## src/rtl/timed_lift_position_controller_core_assert.svh

```systemverilog
// Assertion macros shared by the lift controller modules.
`ifndef TIMED_LIFT_POSITION_CONTROLLER_CORE_ASSERT_SVH
`define TIMED_LIFT_POSITION_CONTROLLER_CORE_ASSERT_SVH

// Condition holds at every clock edge out of reset.
`define TLPC_ASSERT_ALWAYS(label, clk, rst_n, cond, msg) \
    label: assert property (@(posedge clk) disable iff (!rst_n) (cond)) else $error(msg);

// Consequent holds in the same cycle as the antecedent.
`define TLPC_ASSERT_IMPLY(label, clk, rst_n, ante, cons, msg) \
    label: assert property (@(posedge clk) disable iff (!rst_n) (ante) |-> (cons)) \
        else $error(msg);

`endif

```

## src/rtl/tlpc_pkg.sv

```systemverilog
package tlpc_pkg;

    // Height fixed point: percent with HEIGHT_FRAC_BITS fraction bits.
    localparam int HEIGHT_FRAC_BITS = 16;
    localparam int HEIGHT_W         = HEIGHT_FRAC_BITS + 7;
    localparam int OUT_H_W          = 23;
    localparam logic [HEIGHT_W-1:0] FULL_HEIGHT = HEIGHT_W'(100) << HEIGHT_FRAC_BITS;

    localparam int TIME_W    = 32;
    localparam int ELAPSED_W = 16;
    localparam int TRAVEL_W  = 16;
    localparam int GUARD_W   = 8;
    localparam int REQ_W     = 24;
    localparam int CLAMP_W   = ((HEIGHT_W > REQ_W) ? HEIGHT_W : REQ_W) + 1;

    // Elapsed time scaled by 100 percent, and travel-time product.
    localparam int E100_W = ELAPSED_W + 7;
    localparam int DIV_W  = E100_W + HEIGHT_FRAC_BITS;
    localparam int PROD_W = HEIGHT_W + TRAVEL_W;
    localparam int CNT_W  = $clog2(DIV_W + 1);

    localparam logic [TRAVEL_W-1:0] PERCENT_DIVISOR = TRAVEL_W'(100);

    localparam int ADDR_W = 4;
    localparam int DATA_W = 32;
    localparam logic [1:0] REG_RISE  = 2'd0;
    localparam logic [1:0] REG_LOWER = 2'd1;
    localparam logic [1:0] REG_GUARD = 2'd2;

    localparam logic [TRAVEL_W-1:0] RISE_RESET  = TRAVEL_W'(15500);
    localparam logic [TRAVEL_W-1:0] LOWER_RESET = TRAVEL_W'(10500);
    localparam logic [GUARD_W-1:0]  GUARD_RESET = GUARD_W'(5);

    localparam logic KIND_TICK = 1'b0;
    localparam logic KIND_REQ  = 1'b1;

    localparam logic [1:0] HELD_NONE = 2'd0;
    localparam logic [1:0] HELD_UP   = 2'd1;
    localparam logic [1:0] HELD_DOWN = 2'd2;

    // Bit 0 up relay, bit 1 down relay; 0 drives.
    localparam logic [1:0] RELAY_OFF  = 2'b11;
    localparam logic [1:0] RELAY_UP   = 2'b10;
    localparam logic [1:0] RELAY_DOWN = 2'b01;

    localparam logic [1:0] POS_DEC = 2'd0;
    localparam logic [1:0] POS_INC = 2'd1;
    localparam logic [1:0] POS_EQ  = 2'd2;

    localparam logic [1:0] DIV_FOLD    = 2'd0;
    localparam logic [1:0] DIV_RELEASE = 2'd1;
    localparam logic [1:0] DIV_DUR     = 2'd2;

    typedef struct packed {
        logic [TRAVEL_W-1:0] rise;
        logic [TRAVEL_W-1:0] lower;
        logic [GUARD_W-1:0]  guard;
    } t_cfg;

    typedef struct packed {
        logic       latch;
        logic       expire;
        logic       press;
        logic       set_target;
        logic       relay_off;
        logic       dur_mul;
        logic       div_start;
        logic       apply;
        logic [1:0] div_sel;
        logic       load_out;
    } t_cmd;

    typedef struct packed {
        logic is_req;
        logic up_only;
        logic down_only;
        logic btn_none;
        logic held_none;
        logic move_active;
        logic release_ok;
        logic pos_equal;
        logic div_busy;
        logic div_done;
    } t_sts;

endpackage

```

## src/rtl/tlpc_in_if.sv

```systemverilog
interface tlpc_in_if
    import tlpc_pkg::*;
();

    logic                    valid;
    logic                    ready;
    logic                    kind;
    logic                    up_press;
    logic                    down_press;
    logic signed [REQ_W-1:0] requested_height;

    modport source (
        output valid, kind, up_press, down_press, requested_height,
        input  ready
    );
    modport sink (
        input  valid, kind, up_press, down_press, requested_height,
        output ready
    );
endinterface

```

## src/rtl/tlpc_out_if.sv

```systemverilog
interface tlpc_out_if
    import tlpc_pkg::*;
();

    logic               valid;
    logic               ready;
    logic               relay_up_level;
    logic               relay_down_level;
    logic [1:0]         pos_cmp;
    logic [OUT_H_W-1:0] height_now;
    logic [OUT_H_W-1:0] height_goal;
    logic               notify;

    modport source (
        output valid, relay_up_level, relay_down_level, pos_cmp,
               height_now, height_goal, notify,
        input  ready
    );
    modport sink (
        input  valid, relay_up_level, relay_down_level, pos_cmp,
               height_now, height_goal, notify,
        output ready
    );
endinterface

```

## src/rtl/tlpc_div.sv

```systemverilog
module tlpc_div
    import tlpc_pkg::*;
(
    input  logic                i_clk,
    input  logic                i_rst_n,
    input  logic                i_start,
    input  logic [DIV_W-1:0]    i_dividend,
    input  logic [TRAVEL_W-1:0] i_divisor,
    output logic                o_busy,
    output logic                o_done,
    output logic [DIV_W-1:0]    o_quotient
);

    logic                r_busy;
    logic                r_done;
    logic [CNT_W-1:0]    r_cnt;
    logic [TRAVEL_W-1:0] r_rem;
    logic [TRAVEL_W-1:0] r_dvs;
    logic [DIV_W-1:0]    r_quo;

    logic [TRAVEL_W:0]   trial;
    logic                fits;

    // Restoring division, one quotient bit a cycle, MSB first.
    assign trial = {r_rem, r_quo[DIV_W-1]};
    assign fits  = (trial >= {1'b0, r_dvs});

    always_ff @(posedge i_clk) begin
        if (!i_rst_n) begin
            r_busy <= 1'b0;
            r_done <= 1'b0;
            r_cnt  <= '0;
        end else begin
            r_done <= 1'b0;
            if (i_start) begin
                r_busy <= 1'b1;
                r_cnt  <= CNT_W'(DIV_W);
            end else if (r_busy) begin
                r_cnt <= r_cnt - CNT_W'(1);
                if (r_cnt == CNT_W'(1)) begin
                    r_busy <= 1'b0;
                    r_done <= 1'b1;
                end
            end
        end
    end

    always_ff @(posedge i_clk) begin
        if (i_start) begin
            r_rem <= '0;
            r_dvs <= i_divisor;
            r_quo <= i_dividend;
        end else if (r_busy) begin
            r_rem <= fits ? TRAVEL_W'(trial - {1'b0, r_dvs}) : trial[TRAVEL_W-1:0];
            r_quo <= {r_quo[DIV_W-2:0], fits};
        end
    end

    assign o_busy     = r_busy;
    assign o_done     = r_done;
    assign o_quotient = r_quo;

endmodule

```

## src/rtl/tlpc_dpath.sv

```systemverilog
`include "timed_lift_position_controller_core_assert.svh"

module tlpc_dpath
    import tlpc_pkg::*;
(
    input  logic                    i_clk,
    input  logic                    i_rst_n,
    input  t_cfg                    i_cfg,
    input  t_cmd                    i_cmd,
    input  logic                    i_in_kind,
    input  logic                    i_in_up,
    input  logic                    i_in_down,
    input  logic signed [REQ_W-1:0] i_in_req,
    output t_sts                    o_sts,
    output logic                    o_relay_up,
    output logic                    o_relay_down,
    output logic [1:0]              o_pos_state,
    output logic [OUT_H_W-1:0]      o_height_now,
    output logic [OUT_H_W-1:0]      o_height_goal,
    output logic                    o_notify
);

    // Persistent state
    logic [TIME_W-1:0]    r_time;
    logic [1:0]           r_held;
    logic [TIME_W-1:0]    r_press;
    logic [ELAPSED_W-1:0] r_hold_start;
    logic                 r_move_active;
    logic                 r_move_up;
    logic [ELAPSED_W-1:0] r_move_start;
    logic [ELAPSED_W-1:0] r_move_dur;
    logic [HEIGHT_W-1:0]  r_cur;
    logic [HEIGHT_W-1:0]  r_tgt;
    logic [1:0]           r_relay;
    logic                 r_notify;
    logic                 r_dur_up;

    // Latched beat and working values
    logic                    r_kind;
    logic                    r_up;
    logic                    r_down;
    logic signed [REQ_W-1:0] r_req;
    logic [PROD_W-1:0]       r_prod;

    logic [ELAPSED_W-1:0] move_elapsed;
    logic [ELAPSED_W-1:0] hold_elapsed;
    logic [ELAPSED_W-1:0] sel_elapsed;
    logic [E100_W-1:0]    e100;
    logic [TRAVEL_W-1:0]  travel;
    logic                 travel_up;
    logic [DIV_W-1:0]     dividend;
    logic [TRAVEL_W-1:0]  divisor;
    logic                 div_busy;
    logic                 div_done;
    logic [DIV_W-1:0]     quotient;
    logic                 expire_hit;
    logic                 cur_up;
    logic [HEIGHT_W-1:0]  diff;
    logic [TRAVEL_W-1:0]  dur_travel;
    logic [HEIGHT_W-1:0]  fold_pos;
    logic [HEIGHT_W-1:0]  release_pos;
    logic [1:0]           pos_state;

    function automatic logic [HEIGHT_W-1:0] clamp_req(input logic signed [REQ_W-1:0] req);
        logic signed [CLAMP_W-1:0] v;
        logic signed [CLAMP_W-1:0] full;
        v    = CLAMP_W'(req);
        full = signed'(CLAMP_W'(FULL_HEIGHT));
        if (v < 0) begin
            return '0;
        end else if (v > full) begin
            return FULL_HEIGHT;
        end
        return v[HEIGHT_W-1:0];
    endfunction

    function automatic logic [HEIGHT_W-1:0] clamp_adv(
        input logic [HEIGHT_W-1:0] pos,
        input logic [DIV_W-1:0]    step,
        input logic                up
    );
        logic [HEIGHT_W-1:0] room;
        room = FULL_HEIGHT - pos;
        if (up) begin
            return (step > DIV_W'(room)) ? FULL_HEIGHT : pos + step[HEIGHT_W-1:0];
        end
        return (step > DIV_W'(pos)) ? '0 : pos - step[HEIGHT_W-1:0];
    endfunction

    assign move_elapsed = r_time[ELAPSED_W-1:0] - r_move_start;
    assign hold_elapsed = r_time[ELAPSED_W-1:0] - r_hold_start;
    assign expire_hit   = r_move_active && (move_elapsed >= r_move_dur);

    // Travel step: elapsed * FULL / T, with a zero travel time taken as one.
    assign travel_up   = (i_cmd.div_sel == DIV_FOLD) ? r_move_up : (r_held == HELD_UP);
    assign sel_elapsed = (i_cmd.div_sel == DIV_FOLD) ? move_elapsed : hold_elapsed;
    assign e100        = E100_W'(sel_elapsed) * E100_W'(100);
    assign travel      = travel_up ? i_cfg.rise : i_cfg.lower;

    always_comb begin
        if (i_cmd.div_sel == DIV_DUR) begin
            dividend = DIV_W'(r_prod[PROD_W-1:HEIGHT_FRAC_BITS]);
            divisor  = PERCENT_DIVISOR;
        end else begin
            dividend = {e100, {HEIGHT_FRAC_BITS{1'b0}}};
            divisor  = (travel == '0) ? TRAVEL_W'(1) : travel;
        end
    end

    tlpc_div u_div (
        .i_clk      (i_clk),
        .i_rst_n    (i_rst_n),
        .i_start    (i_cmd.div_start),
        .i_dividend (dividend),
        .i_divisor  (divisor),
        .o_busy     (div_busy),
        .o_done     (div_done),
        .o_quotient (quotient)
    );

    assign cur_up      = (r_cur < r_tgt);
    assign diff        = cur_up ? r_tgt - r_cur : r_cur - r_tgt;
    assign dur_travel  = cur_up ? i_cfg.rise : i_cfg.lower;
    assign fold_pos    = clamp_adv(r_cur, quotient, r_move_up);
    assign release_pos = clamp_adv(r_cur, quotient, r_held == HELD_UP);

    always_comb begin
        if (r_cur > r_tgt) begin
            pos_state = POS_DEC;
        end else if (r_cur < r_tgt) begin
            pos_state = POS_INC;
        end else begin
            pos_state = POS_EQ;
        end
    end

    always_ff @(posedge i_clk) begin
        if (!i_rst_n) begin
            r_time        <= '0;
            r_held        <= HELD_NONE;
            r_press       <= '0;
            r_hold_start  <= '0;
            r_move_active <= 1'b0;
            r_move_up     <= 1'b0;
            r_move_start  <= '0;
            r_move_dur    <= '0;
            r_cur         <= '0;
            r_tgt         <= '0;
            r_relay       <= RELAY_OFF;
            r_notify      <= 1'b0;
            r_dur_up      <= 1'b0;
        end else begin
            if (i_cmd.latch) begin
                r_notify <= 1'b0;
                if (i_in_kind == KIND_TICK) begin
                    r_time <= r_time + TIME_W'(1);
                end
            end
            // End a timed move whose run time is used up
            if (i_cmd.expire && expire_hit) begin
                r_move_active <= 1'b0;
                r_relay       <= RELAY_OFF;
                r_cur         <= r_tgt;
                r_notify      <= 1'b1;
            end
            if (i_cmd.press) begin
                if (r_up && (r_held != HELD_UP)) begin
                    r_held       <= HELD_UP;
                    r_press      <= r_time;
                    r_hold_start <= r_time[ELAPSED_W-1:0];
                    r_relay      <= RELAY_UP;
                end else if (!r_up && (r_held != HELD_DOWN)) begin
                    r_held       <= HELD_DOWN;
                    r_press      <= r_time;
                    r_hold_start <= r_time[ELAPSED_W-1:0];
                    r_relay      <= RELAY_DOWN;
                end
            end
            if (i_cmd.set_target) begin
                r_tgt <= clamp_req(r_req);
            end
            if (i_cmd.relay_off) begin
                r_relay <= RELAY_OFF;
            end
            if (i_cmd.dur_mul) begin
                r_dur_up <= cur_up;
            end
            if (i_cmd.apply) begin
                unique case (i_cmd.div_sel)
                    DIV_FOLD: begin
                        r_cur         <= fold_pos;
                        r_move_active <= 1'b0;
                    end
                    DIV_RELEASE: begin
                        r_cur        <= release_pos;
                        r_tgt        <= release_pos;
                        r_hold_start <= '0;
                        r_held       <= HELD_NONE;
                        r_relay      <= RELAY_OFF;
                        r_notify     <= 1'b1;
                    end
                    DIV_DUR: begin
                        r_move_dur    <= quotient[ELAPSED_W-1:0];
                        r_relay       <= r_dur_up ? RELAY_UP : RELAY_DOWN;
                        r_move_up     <= r_dur_up;
                        r_move_active <= 1'b1;
                        r_move_start  <= r_time[ELAPSED_W-1:0];
                    end
                    default: begin
                    end
                endcase
            end
        end
    end

    always_ff @(posedge i_clk) begin
        if (i_cmd.latch) begin
            r_kind <= i_in_kind;
            r_up   <= i_in_up;
            r_down <= i_in_down;
            r_req  <= i_in_req;
        end
        if (i_cmd.dur_mul) begin
            r_prod <= PROD_W'(diff) * PROD_W'(dur_travel);
        end
        if (i_cmd.load_out) begin
            o_relay_up    <= r_relay[0];
            o_relay_down  <= r_relay[1];
            o_pos_state   <= pos_state;
            o_height_now  <= OUT_H_W'(r_cur);
            o_height_goal <= OUT_H_W'(r_tgt);
            o_notify      <= r_notify;
        end
    end

    assign o_sts.is_req      = (r_kind == KIND_REQ);
    assign o_sts.up_only     = r_up && !r_down;
    assign o_sts.down_only   = r_down && !r_up;
    assign o_sts.btn_none    = !r_up && !r_down;
    assign o_sts.held_none   = (r_held == HELD_NONE);
    assign o_sts.move_active = r_move_active;
    assign o_sts.release_ok  = (r_held != HELD_NONE) &&
                               ((r_time - r_press) > TIME_W'(i_cfg.guard));
    assign o_sts.pos_equal   = (r_cur == r_tgt);
    assign o_sts.div_busy    = div_busy;
    assign o_sts.div_done    = div_done;

    `TLPC_ASSERT_ALWAYS(a_relay_exclusive, i_clk, i_rst_n, r_relay != 2'b00, "both relays drive")
    `TLPC_ASSERT_ALWAYS(a_cur_in_range, i_clk, i_rst_n, r_cur <= FULL_HEIGHT, "height above full")
    `TLPC_ASSERT_IMPLY(a_move_drives, i_clk, i_rst_n, r_move_active, r_relay != RELAY_OFF, "move without relay")

endmodule

```

## src/rtl/tlpc_ctrl.sv

```systemverilog
`include "timed_lift_position_controller_core_assert.svh"

module tlpc_ctrl
    import tlpc_pkg::*;
(
    input  logic i_clk,
    input  logic i_rst_n,
    input  logic i_in_valid,
    output logic o_in_ready,
    output logic o_out_valid,
    input  logic i_out_ready,
    input  t_sts i_sts,
    output t_cmd o_cmd
);

    localparam logic [3:0] ST_IDLE     = 4'd0;
    localparam logic [3:0] ST_DECODE   = 4'd1;
    localparam logic [3:0] ST_BUTTON   = 4'd2;
    localparam logic [3:0] ST_PRESS    = 4'd3;
    localparam logic [3:0] ST_REQ_FOLD = 4'd4;
    localparam logic [3:0] ST_REQ_CMP  = 4'd5;
    localparam logic [3:0] ST_REQ_DIV  = 4'd6;
    localparam logic [3:0] ST_DIVIDE   = 4'd7;
    localparam logic [3:0] ST_RESULT   = 4'd8;

    logic [3:0] r_state;
    logic [3:0] n_state;
    logic [1:0] r_div_sel;
    logic [1:0] n_div_sel;
    logic       r_out_valid;
    logic       n_out_valid;
    logic       out_free;

    assign out_free   = !r_out_valid || i_out_ready;
    assign o_in_ready = (r_state == ST_IDLE);

    always_comb begin
        n_state   = r_state;
        n_div_sel = r_div_sel;
        o_cmd     = '0;
        o_cmd.div_sel = r_div_sel;
        unique case (r_state)
            ST_IDLE: begin
                if (i_in_valid) begin
                    o_cmd.latch = 1'b1;
                    n_state     = ST_DECODE;
                end
            end
            ST_DECODE: begin
                if (!i_sts.is_req) begin
                    o_cmd.expire = 1'b1;
                    n_state      = ST_BUTTON;
                end else if (!i_sts.held_none) begin
                    n_state = ST_RESULT;
                end else begin
                    o_cmd.set_target = 1'b1;
                    n_state          = ST_REQ_FOLD;
                end
            end
            ST_BUTTON: begin
                if (i_sts.up_only || i_sts.down_only) begin
                    if (i_sts.move_active) begin
                        o_cmd.div_start = 1'b1;
                        o_cmd.div_sel   = DIV_FOLD;
                        n_div_sel       = DIV_FOLD;
                        n_state         = ST_DIVIDE;
                    end else begin
                        n_state = ST_PRESS;
                    end
                end else if (i_sts.btn_none && i_sts.release_ok) begin
                    o_cmd.div_start = 1'b1;
                    o_cmd.div_sel   = DIV_RELEASE;
                    n_div_sel       = DIV_RELEASE;
                    n_state         = ST_DIVIDE;
                end else begin
                    n_state = ST_RESULT;
                end
            end
            ST_PRESS: begin
                o_cmd.press = 1'b1;
                n_state     = ST_RESULT;
            end
            ST_REQ_FOLD: begin
                if (i_sts.move_active) begin
                    o_cmd.div_start = 1'b1;
                    o_cmd.div_sel   = DIV_FOLD;
                    n_div_sel       = DIV_FOLD;
                    n_state         = ST_DIVIDE;
                end else begin
                    n_state = ST_REQ_CMP;
                end
            end
            ST_REQ_CMP: begin
                if (i_sts.pos_equal) begin
                    o_cmd.relay_off = 1'b1;
                    n_state         = ST_RESULT;
                end else begin
                    o_cmd.dur_mul = 1'b1;
                    n_state       = ST_REQ_DIV;
                end
            end
            ST_REQ_DIV: begin
                o_cmd.div_start = 1'b1;
                o_cmd.div_sel   = DIV_DUR;
                n_div_sel       = DIV_DUR;
                n_state         = ST_DIVIDE;
            end
            ST_DIVIDE: begin
                if (i_sts.div_done) begin
                    o_cmd.apply = 1'b1;
                    if (r_div_sel == DIV_FOLD) begin
                        n_state = i_sts.is_req ? ST_REQ_CMP : ST_PRESS;
                    end else begin
                        n_state = ST_RESULT;
                    end
                end
            end
            ST_RESULT: begin
                if (out_free) begin
                    o_cmd.load_out = 1'b1;
                    n_state        = ST_IDLE;
                end
            end
            default: begin
                n_state = ST_IDLE;
            end
        endcase
    end

    always_comb begin
        n_out_valid = r_out_valid;
        if (o_cmd.load_out) begin
            n_out_valid = 1'b1;
        end else if (i_out_ready) begin
            n_out_valid = 1'b0;
        end
    end

    always_ff @(posedge i_clk) begin
        if (!i_rst_n) begin
            r_state     <= ST_IDLE;
            r_div_sel   <= DIV_FOLD;
            r_out_valid <= 1'b0;
        end else begin
            r_state     <= n_state;
            r_div_sel   <= n_div_sel;
            r_out_valid <= n_out_valid;
        end
    end

    assign o_out_valid = r_out_valid;

    `TLPC_ASSERT_IMPLY(a_start_idle_div, i_clk, i_rst_n, o_cmd.div_start, !i_sts.div_busy, "divider restarted while busy")
    `TLPC_ASSERT_IMPLY(a_load_free, i_clk, i_rst_n, o_cmd.load_out, out_free, "result overwritten")
    `TLPC_ASSERT_IMPLY(a_idle_no_div, i_clk, i_rst_n, r_state == ST_IDLE, !i_sts.div_busy, "divider busy while idle")

endmodule

```

## src/rtl/timed_lift_position_controller_core.sv

```systemverilog
// Timed lift position controller. Drives the up and down relays of a lift
// and estimates its height from travel time alone. Every input beat is either
// a one-millisecond tick carrying both button levels, or a set-target request;
// every input beat yields exactly one result beat with the relay pin levels
// (0 drives), the current/target comparison, both heights in 1/65536 percent
// and a notify flag that marks a status report (release accepted or timed
// move finished). Travel times and the release guard are written over the
// APB port at 0x0 (full rise ms), 0x4 (full lower ms) and 0x8 (guard ms);
// the user must write them only while the block is idle, which the block
// does not enforce. Items are handled one at a time by a sequencer driving
// a shared radix-2 divider of 39 steps, and the divides set the cost. A tick
// needs one divide when it presses during a running move or accepts a
// release, and none otherwise; a request needs none when the height already
// matches, one when it starts a move, and up to two when it must fold a
// running move before computing the new run time. Output stalls add to this
// cost. The next beat is taken while a finished result still waits in the
// output register.
module timed_lift_position_controller_core
    import tlpc_pkg::*;
(
    input  logic              i_clk,
    input  logic              i_rst_n,
    tlpc_in_if.sink           i_in,
    tlpc_out_if.source        o_out,
    input  logic              psel,
    input  logic              penable,
    input  logic              pwrite,
    input  logic [ADDR_W-1:0] paddr,
    input  logic [DATA_W-1:0] pwdata,
    output logic [DATA_W-1:0] prdata,
    output logic              pready
);

    t_cfg       r_cfg;
    t_cmd       cmd;
    t_sts       sts;
    logic [1:0] reg_idx;
    logic       cfg_write;

    // Register file: word addressed, writes land in the access phase.
    assign pready    = 1'b1;
    assign reg_idx   = paddr[ADDR_W-1:2];
    assign cfg_write = psel && penable && pwrite;

    always_ff @(posedge i_clk) begin
        if (!i_rst_n) begin
            r_cfg.rise  <= RISE_RESET;
            r_cfg.lower <= LOWER_RESET;
            r_cfg.guard <= GUARD_RESET;
        end else if (cfg_write) begin
            unique case (reg_idx)
                REG_RISE:  r_cfg.rise  <= pwdata[TRAVEL_W-1:0];
                REG_LOWER: r_cfg.lower <= pwdata[TRAVEL_W-1:0];
                REG_GUARD: r_cfg.guard <= pwdata[GUARD_W-1:0];
                default: begin
                end
            endcase
        end
    end

    always_comb begin
        unique case (reg_idx)
            REG_RISE:  prdata = DATA_W'(r_cfg.rise);
            REG_LOWER: prdata = DATA_W'(r_cfg.lower);
            REG_GUARD: prdata = DATA_W'(r_cfg.guard);
            default:   prdata = '0;
        endcase
    end

    // Sequencer: owns the handshakes and steps the datapath through each beat.
    tlpc_ctrl u_ctrl (
        .i_clk       (i_clk),
        .i_rst_n     (i_rst_n),
        .i_in_valid  (i_in.valid),
        .o_in_ready  (i_in.ready),
        .o_out_valid (o_out.valid),
        .i_out_ready (o_out.ready),
        .i_sts       (sts),
        .o_cmd       (cmd)
    );

    // Datapath: lift state, travel arithmetic and the result register.
    tlpc_dpath u_dpath (
        .i_clk         (i_clk),
        .i_rst_n       (i_rst_n),
        .i_cfg         (r_cfg),
        .i_cmd         (cmd),
        .i_in_kind     (i_in.kind),
        .i_in_up       (i_in.up_press),
        .i_in_down     (i_in.down_press),
        .i_in_req      (i_in.requested_height),
        .o_sts         (sts),
        .o_relay_up    (o_out.relay_up_level),
        .o_relay_down  (o_out.relay_down_level),
        .o_pos_state   (o_out.pos_cmp),
        .o_height_now  (o_out.height_now),
        .o_height_goal (o_out.height_goal),
        .o_notify      (o_out.notify)
    );

endmodule
```

## src/flat_wrapper.sv

```systemverilog
// flat-port wrapper written by rule: the top's interface ports become plain ports
module timed_lift_position_controller_core_flat import tlpc_pkg::*;
  (i_clk, i_rst_n, psel, penable, pwrite, paddr, pwdata, prdata, pready, i_in_valid, i_in_kind, i_in_up_press, i_in_down_press, i_in_requested_height, i_in_ready, o_out_valid, o_out_relay_up_level, o_out_relay_down_level, o_out_pos_cmp, o_out_height_now, o_out_height_goal, o_out_notify, o_out_ready);
  tlpc_in_if i_in_i ();
  tlpc_out_if o_out_i ();
  input  logic i_clk;
  input  logic i_rst_n;
  input  logic psel;
  input  logic penable;
  input  logic pwrite;
  input  logic [ADDR_W-1:0] paddr;
  input  logic [DATA_W-1:0] pwdata;
  output logic [DATA_W-1:0] prdata;
  output logic pready;
  input wire logic [$bits(i_in_i.valid)-1:0] i_in_valid;
  input wire logic [$bits(i_in_i.kind)-1:0] i_in_kind;
  input wire logic [$bits(i_in_i.up_press)-1:0] i_in_up_press;
  input wire logic [$bits(i_in_i.down_press)-1:0] i_in_down_press;
  input wire logic [$bits(i_in_i.requested_height)-1:0] i_in_requested_height;
  output wire logic [$bits(i_in_i.ready)-1:0] i_in_ready;
  output wire logic [$bits(o_out_i.valid)-1:0] o_out_valid;
  output wire logic [$bits(o_out_i.relay_up_level)-1:0] o_out_relay_up_level;
  output wire logic [$bits(o_out_i.relay_down_level)-1:0] o_out_relay_down_level;
  output wire logic [$bits(o_out_i.pos_cmp)-1:0] o_out_pos_cmp;
  output wire logic [$bits(o_out_i.height_now)-1:0] o_out_height_now;
  output wire logic [$bits(o_out_i.height_goal)-1:0] o_out_height_goal;
  output wire logic [$bits(o_out_i.notify)-1:0] o_out_notify;
  input wire logic [$bits(o_out_i.ready)-1:0] o_out_ready;
  assign i_in_i.valid = i_in_valid;
  assign i_in_i.kind = i_in_kind;
  assign i_in_i.up_press = i_in_up_press;
  assign i_in_i.down_press = i_in_down_press;
  assign i_in_i.requested_height = i_in_requested_height;
  assign i_in_ready = i_in_i.ready;
  assign o_out_valid = o_out_i.valid;
  assign o_out_relay_up_level = o_out_i.relay_up_level;
  assign o_out_relay_down_level = o_out_i.relay_down_level;
  assign o_out_pos_cmp = o_out_i.pos_cmp;
  assign o_out_height_now = o_out_i.height_now;
  assign o_out_height_goal = o_out_i.height_goal;
  assign o_out_notify = o_out_i.notify;
  assign o_out_i.ready = o_out_ready;
  timed_lift_position_controller_core u_core (.i_clk(i_clk), .i_rst_n(i_rst_n), .i_in(i_in_i), .o_out(o_out_i), .psel(psel), .penable(penable), .pwrite(pwrite), .paddr(paddr), .pwdata(pwdata), .prdata(prdata), .pready(pready));
endmodule
```

## config.mk

```make
export PLATFORM = sky130hd
export DESIGN_NAME = timed_lift_position_controller_core_flat
export DESIGN_NICKNAME = d
export VERILOG_FILES = /design/src/rtl/tlpc_pkg.sv /design/src/rtl/tlpc_in_if.sv /design/src/rtl/tlpc_out_if.sv /design/src/rtl/tlpc_div.sv /design/src/rtl/tlpc_dpath.sv /design/src/rtl/tlpc_ctrl.sv /design/src/rtl/timed_lift_position_controller_core.sv /design/src/flat_wrapper.sv
export VERILOG_INCLUDE_DIRS = /design/src /design/src/rtl
export SDC_FILE = /design/constraint.sdc
export NUM_CORES = 2
export LEC_CHECK = 0
export BUFFER_PORTS_ARGS = -buffer_cell sky130_fd_sc_hd__buf_2
export CAP_MARGIN = 20
export CELL_PAD_IN_SITES_DETAIL_PLACEMENT = 0
export CELL_PAD_IN_SITES_GLOBAL_PLACEMENT = 1
export CORE_AREA = 2 2 290 292
export CTS_BUF_LIST = sky130_fd_sc_hd__clkbuf_8 sky130_fd_sc_hd__clkbuf_16
export CTS_CLUSTER_SIZE = 30
export DETAILED_ROUTE_END_ITERATION = 10
export DIE_AREA = 0 0 292 294
export GPL_TIMING_DRIVEN = 0
export PLACE_DENSITY_LB_ADDON = 0.2
export SKIP_LAST_GASP = 1
export SLEW_MARGIN = 25
export SYNTH_ARGS = -nofsm -noshare
export SYNTH_HDL_FRONTEND = slang
export SYNTH_SLANG_ARGS = --single-unit
```

## constraint.sdc

```tcl
create_clock -name i_clk -period 12.7 [get_ports i_clk]
set_input_delay 1.905 -clock i_clk [delete_from_list [all_inputs] [get_ports i_clk]]
set_output_delay 1.905 -clock i_clk [all_outputs]
set_load 0.005 [all_outputs]
```

==> impl_summary.txt <==
----------------------------------------------------
[Floorplanning]
  Initial core utilization ... 48.60%
  Area of the core ... 0.08289 sq mm
  Die width ... 292 um
  Floorplan row count ... 106
  Full die area ... 0.08585 sq mm
  Die Ht ... 294 um
  Ports ... 156

[Power]
  Power density relative to cell area ... 214.1 mW/mm^2
  Peak ir drop on the vdd network ... 0.0003571 V
  Clk pwr share ... 14.3%
  Net switching power of the design ... 4.760 mW
  Combinational Power Share ... 68.9%
  Internal Pwr Total ... 4.663 mW
  Reported leakage power ... 19.07 nW
  Fraction of power spent switching nets ... 50.52%
  Share of power burned in registers ... 16.8%

[Cells and area]
  Net count, final ... 5,816
  Area growth from synthesis to final layout ... 9.268%
  Share of post-route cells with drive strength above 1 ... 6.254%

[Synthesis]
  Commonest cells in the netlist ... sky130_fd_sc_hd__nand2_1, sky130_fd_sc_hd__inv_1, sky130_fd_sc_hd__ha_1
  Post-synth ARST share ... 0%
  Synthesized instance count ... 4,848
  Number of synthesized flops with an enable pin ... 156
  Top post-synthesis cells by area ... sky130_fd_sc_hd__fa_1, sky130_fd_sc_hd__ha_1, sky130_fd_sc_hd__dfxtp_1, sky130_fd_sc_hd__edfxtp_1, sky130_fd_sc_hd__nand2_1
  Proportion of netlist area held by the largest area contributor ... 15.41%
  Cell with the most instances after synthesis ... sky130_fd_sc_hd__nand2_1
  Synthesis Warnings ... 0
  Share of synthesized area occupied by flip-flops and latches ... 23.41%
  Post-synth top area cell ... sky130_fd_sc_hd__fa_1
  Post-synthesis register bit count ... 393
  Total standard cell area after synthesis ... 0.04028 sq mm
  Number of distinct library cell variants in the gate-level netlist after synthesis ... 87
  Avg Inst Size Synth ... 8.309 sq um
  Prevailing post-synth register cell ... sky130_fd_sc_hd__dfxtp_1

[CTS]
  Post-CTS setup buffers ... 0
  Clock-pin transition on the worst setup and hold timing paths ... 0.07 ns
  Clock root buffer ... sky130_fd_sc_hd__clkbuf_16
  Skew-Pair Late Insertion Delay ... 0.60 ns
  Clock tree from TritonCTS ... yes
  Number of buffers created by CTS ... 45
  Number of buffers added to fix hold violations after cts ... 0
  Level count of the clock H-tree ... 2
  Sinks on Clock Net ... 393
  Largest buffer count on any clock path ... 3

[Timing]
  Setup WS post-layout ... 0.3117 ns
  Timing-limited maximum frequency ... 0.08072 GHz
  Post-Route Setup TNS ... 0 ns
  Setup repair after global routing missed its margin ... no
  Slew at the pin closest to its max-slew limit ... 1.122 ns
  Tcrit/Tclk final ... 97.55%
  Post-Route Skew ... 0.02672 ns
  Crit path time final ... 12.39 ns
  Final hold violations ... 0
  Worst-case headroom to the max-slew limit ... 24.44%
  Final Setup Violations ... 0
  Worst hold-check slack ... 0.4443 ns
  Slew Viols, Final ... 0

[Global routing]
  Maximum number of pins on one net before global-route repair ... 28
  Number of antenna violations at the first check in global routing ... 4
  Via count of the first global-routing pass ... 34.97k
  Overall track demand over capacity in global routing ... 32.30%
  Global route total overflow ... 0
  Wire length of the first global-routing pass ... 212,200 um

[Setup path]
  Count of cell instances traversed by the critical path ... 35
  Data arrival at the endpoint of the critical path ... 12.69 ns
  R2r setup slk ... 0.31 ns
  Crit path buffers/inverters ... 9
  Worst Setup Path Type ... reg2reg
  Reg-to-reg critical path startpoint ... u_core.u_dpath.r_cur[6]
  Worst R2R Path Depth ... 35
  Library cell contributing the largest single delay on the critical path ... sky130_fd_sc_hd__mux2i_2
  Worst Path Max Fanout ... 10
  Delay of the slowest cell on the worst path ... 0.87 ns
  Most repeated library cell on the critical path ... sky130_fd_sc_hd__fa_1
  Critical path endpoint ... u_core.u_dpath.r_prod[38]
  Worst flop-to-flop path endpoint ... u_core.u_dpath.r_prod[38]
  Data required time of the critical path ... 13.00 ns
  Gate family responsible for the most delay along the worst path ... compound AO/OA/AOI/OAI gates
  First element of the critical path ... u_core.u_dpath.r_cur[6]
  Critical path launch point type ... register
  Endpoint kind of the worst setup timing path ... register

[Placed design]
  IO Port Bufs ... 120
  DPL Wire Length ... 112,500 um
  RD Place Congestion ... 0.9927
  Post-place setup slack ... -0.1914 ns

[Run]
  Max-cap viol count ... 0

[Route]
  Average via count per standard cell ... 5.805
  Vias after detailed routing ... 35.70k
  Number of DRC markers after the initial detailed-route iteration ... 2,989
  Post-DRT Antenna Nets ... 0
  DR DRC count ... 0
  Average wire per cell in the routed design ... 22.68 um
  Final routed wirelength across all metal layers ... 139,500 um
  Drt first pass iters ... 5

[Outcome]
  Outcome ... finished clean

[Min path]
  Tightest Hold Check Type ... reg2reg

----------------------------------------------------
[flip-flops by register name (all words and copies together) (netlist names), 24 cells and up]
| name | flops |
|---|---|
| u_core.r_cfg | 40 |
| u_core.u_dpath.r_press | 32 |
| u_core.u_dpath.r_req | 24 |
| u_core.u_dpath.r_time | 32 |
| u_core.u_dpath.u_div.o_quotient | 39 |
[routing by layer]
layer | global-route usage, % | share of wire [%]
met1 | 41.48 | 41
met2 | 54.52 | 47
met3 | 4.275 | 6.8
met4 | 14.07 | 5.0
met5 | 0 | 0
[worst min path at each step]
stage	startpoint	endpoint	depth (start not counted)
final	u_core.u_dpath.r_notify	u_core.u_dpath.o_notify	0
after floorplan	u_core.u_dpath.r_notify	u_core.u_dpath.o_notify	0
after global routing	u_core.u_dpath.r_notify	u_core.u_dpath.o_notify	0
after global placement	u_core.u_dpath.r_notify	u_core.u_dpath.o_notify	0
after CTS	u_core.u_dpath.r_notify	u_core.u_dpath.o_notify	0
after detailed placement	u_core.u_dpath.r_notify	u_core.u_dpath.o_notify	0
[cell type report]
cell class	count	area, sq um
Antenna cell	1	2.502
Buffer	235	1002
Clock buffer	48	1167
Clock inverter	35	326.6
Fill cell	8090	38870
Inverter	604	2267
Multi-Input combinational cell	3630	27780
Sequential cell	393	9429
Tap cell	1080	1351
Timing Repair Buffer	124	695.7
[power groups by stage]
stage          sequential (mW)  clock, mW  combinational [mW]
6_report                  1.59       1.35                6.49
5_1_grt                   1.59       1.41                7.28
4_1_cts                   1.58       1.36                6.47
3_5_place_dp              1.61          0                6.39
3_3_place_gp              1.61          0                6.30
2_1_floorplan             1.58          0                4.52
[cell families after synthesis]
family	Yosys count	synth area share, %
mux	116	2.966
xor+xnor	186	4.044
fa+ha+maj	713	27.92
simple gates	1630	18.14
compound gates	968	15.41
other cells	2	0.01864
flops	393	23.41
buf+inv	840	8.100
[metrics by stage]
stage,util [%],area [sq um],std cells,power (mW)
CTS,53.04,43970,6150,9.420
finish,53.10,44020,6150,9.423
global placement,51.02,42290,6063,7.912
global route,53.10,44010,6149,10.28
detailed placement,51.23,42470,6067,8.000
floorplan,-,40340,4863,6.107
[cells in the final DEF (no fill, tap or decap), types with 68 or more instances in the layout]
cell type                  count
sky130_fd_sc_hd__mux2i_1      85
sky130_fd_sc_hd__nand2_1     742
sky130_fd_sc_hd__ha_1        403
sky130_fd_sc_hd__buf_2       139
sky130_fd_sc_hd__edfxtp_1    156
sky130_fd_sc_hd__inv_1       613
sky130_fd_sc_hd__xnor2_1     112
sky130_fd_sc_hd__dfxtp_1     237
sky130_fd_sc_hd__o21ai_0     155
sky130_fd_sc_hd__a21oi_1     350
sky130_fd_sc_hd__fa_1        310
sky130_fd_sc_hd__clkbuf_1    185
sky130_fd_sc_hd__a21o_1       80
sky130_fd_sc_hd__xor2_1       68
sky130_fd_sc_hd__nand3_1     146
sky130_fd_sc_hd__nor2_1      341
[timing repair]
item / 4_1_cts / 5_1_grt
endpoints found under the setup margin: 2 / 5
resized for setup: 1 / 19
cloned: 0 / 0
(Power assumes the default switching activity.)
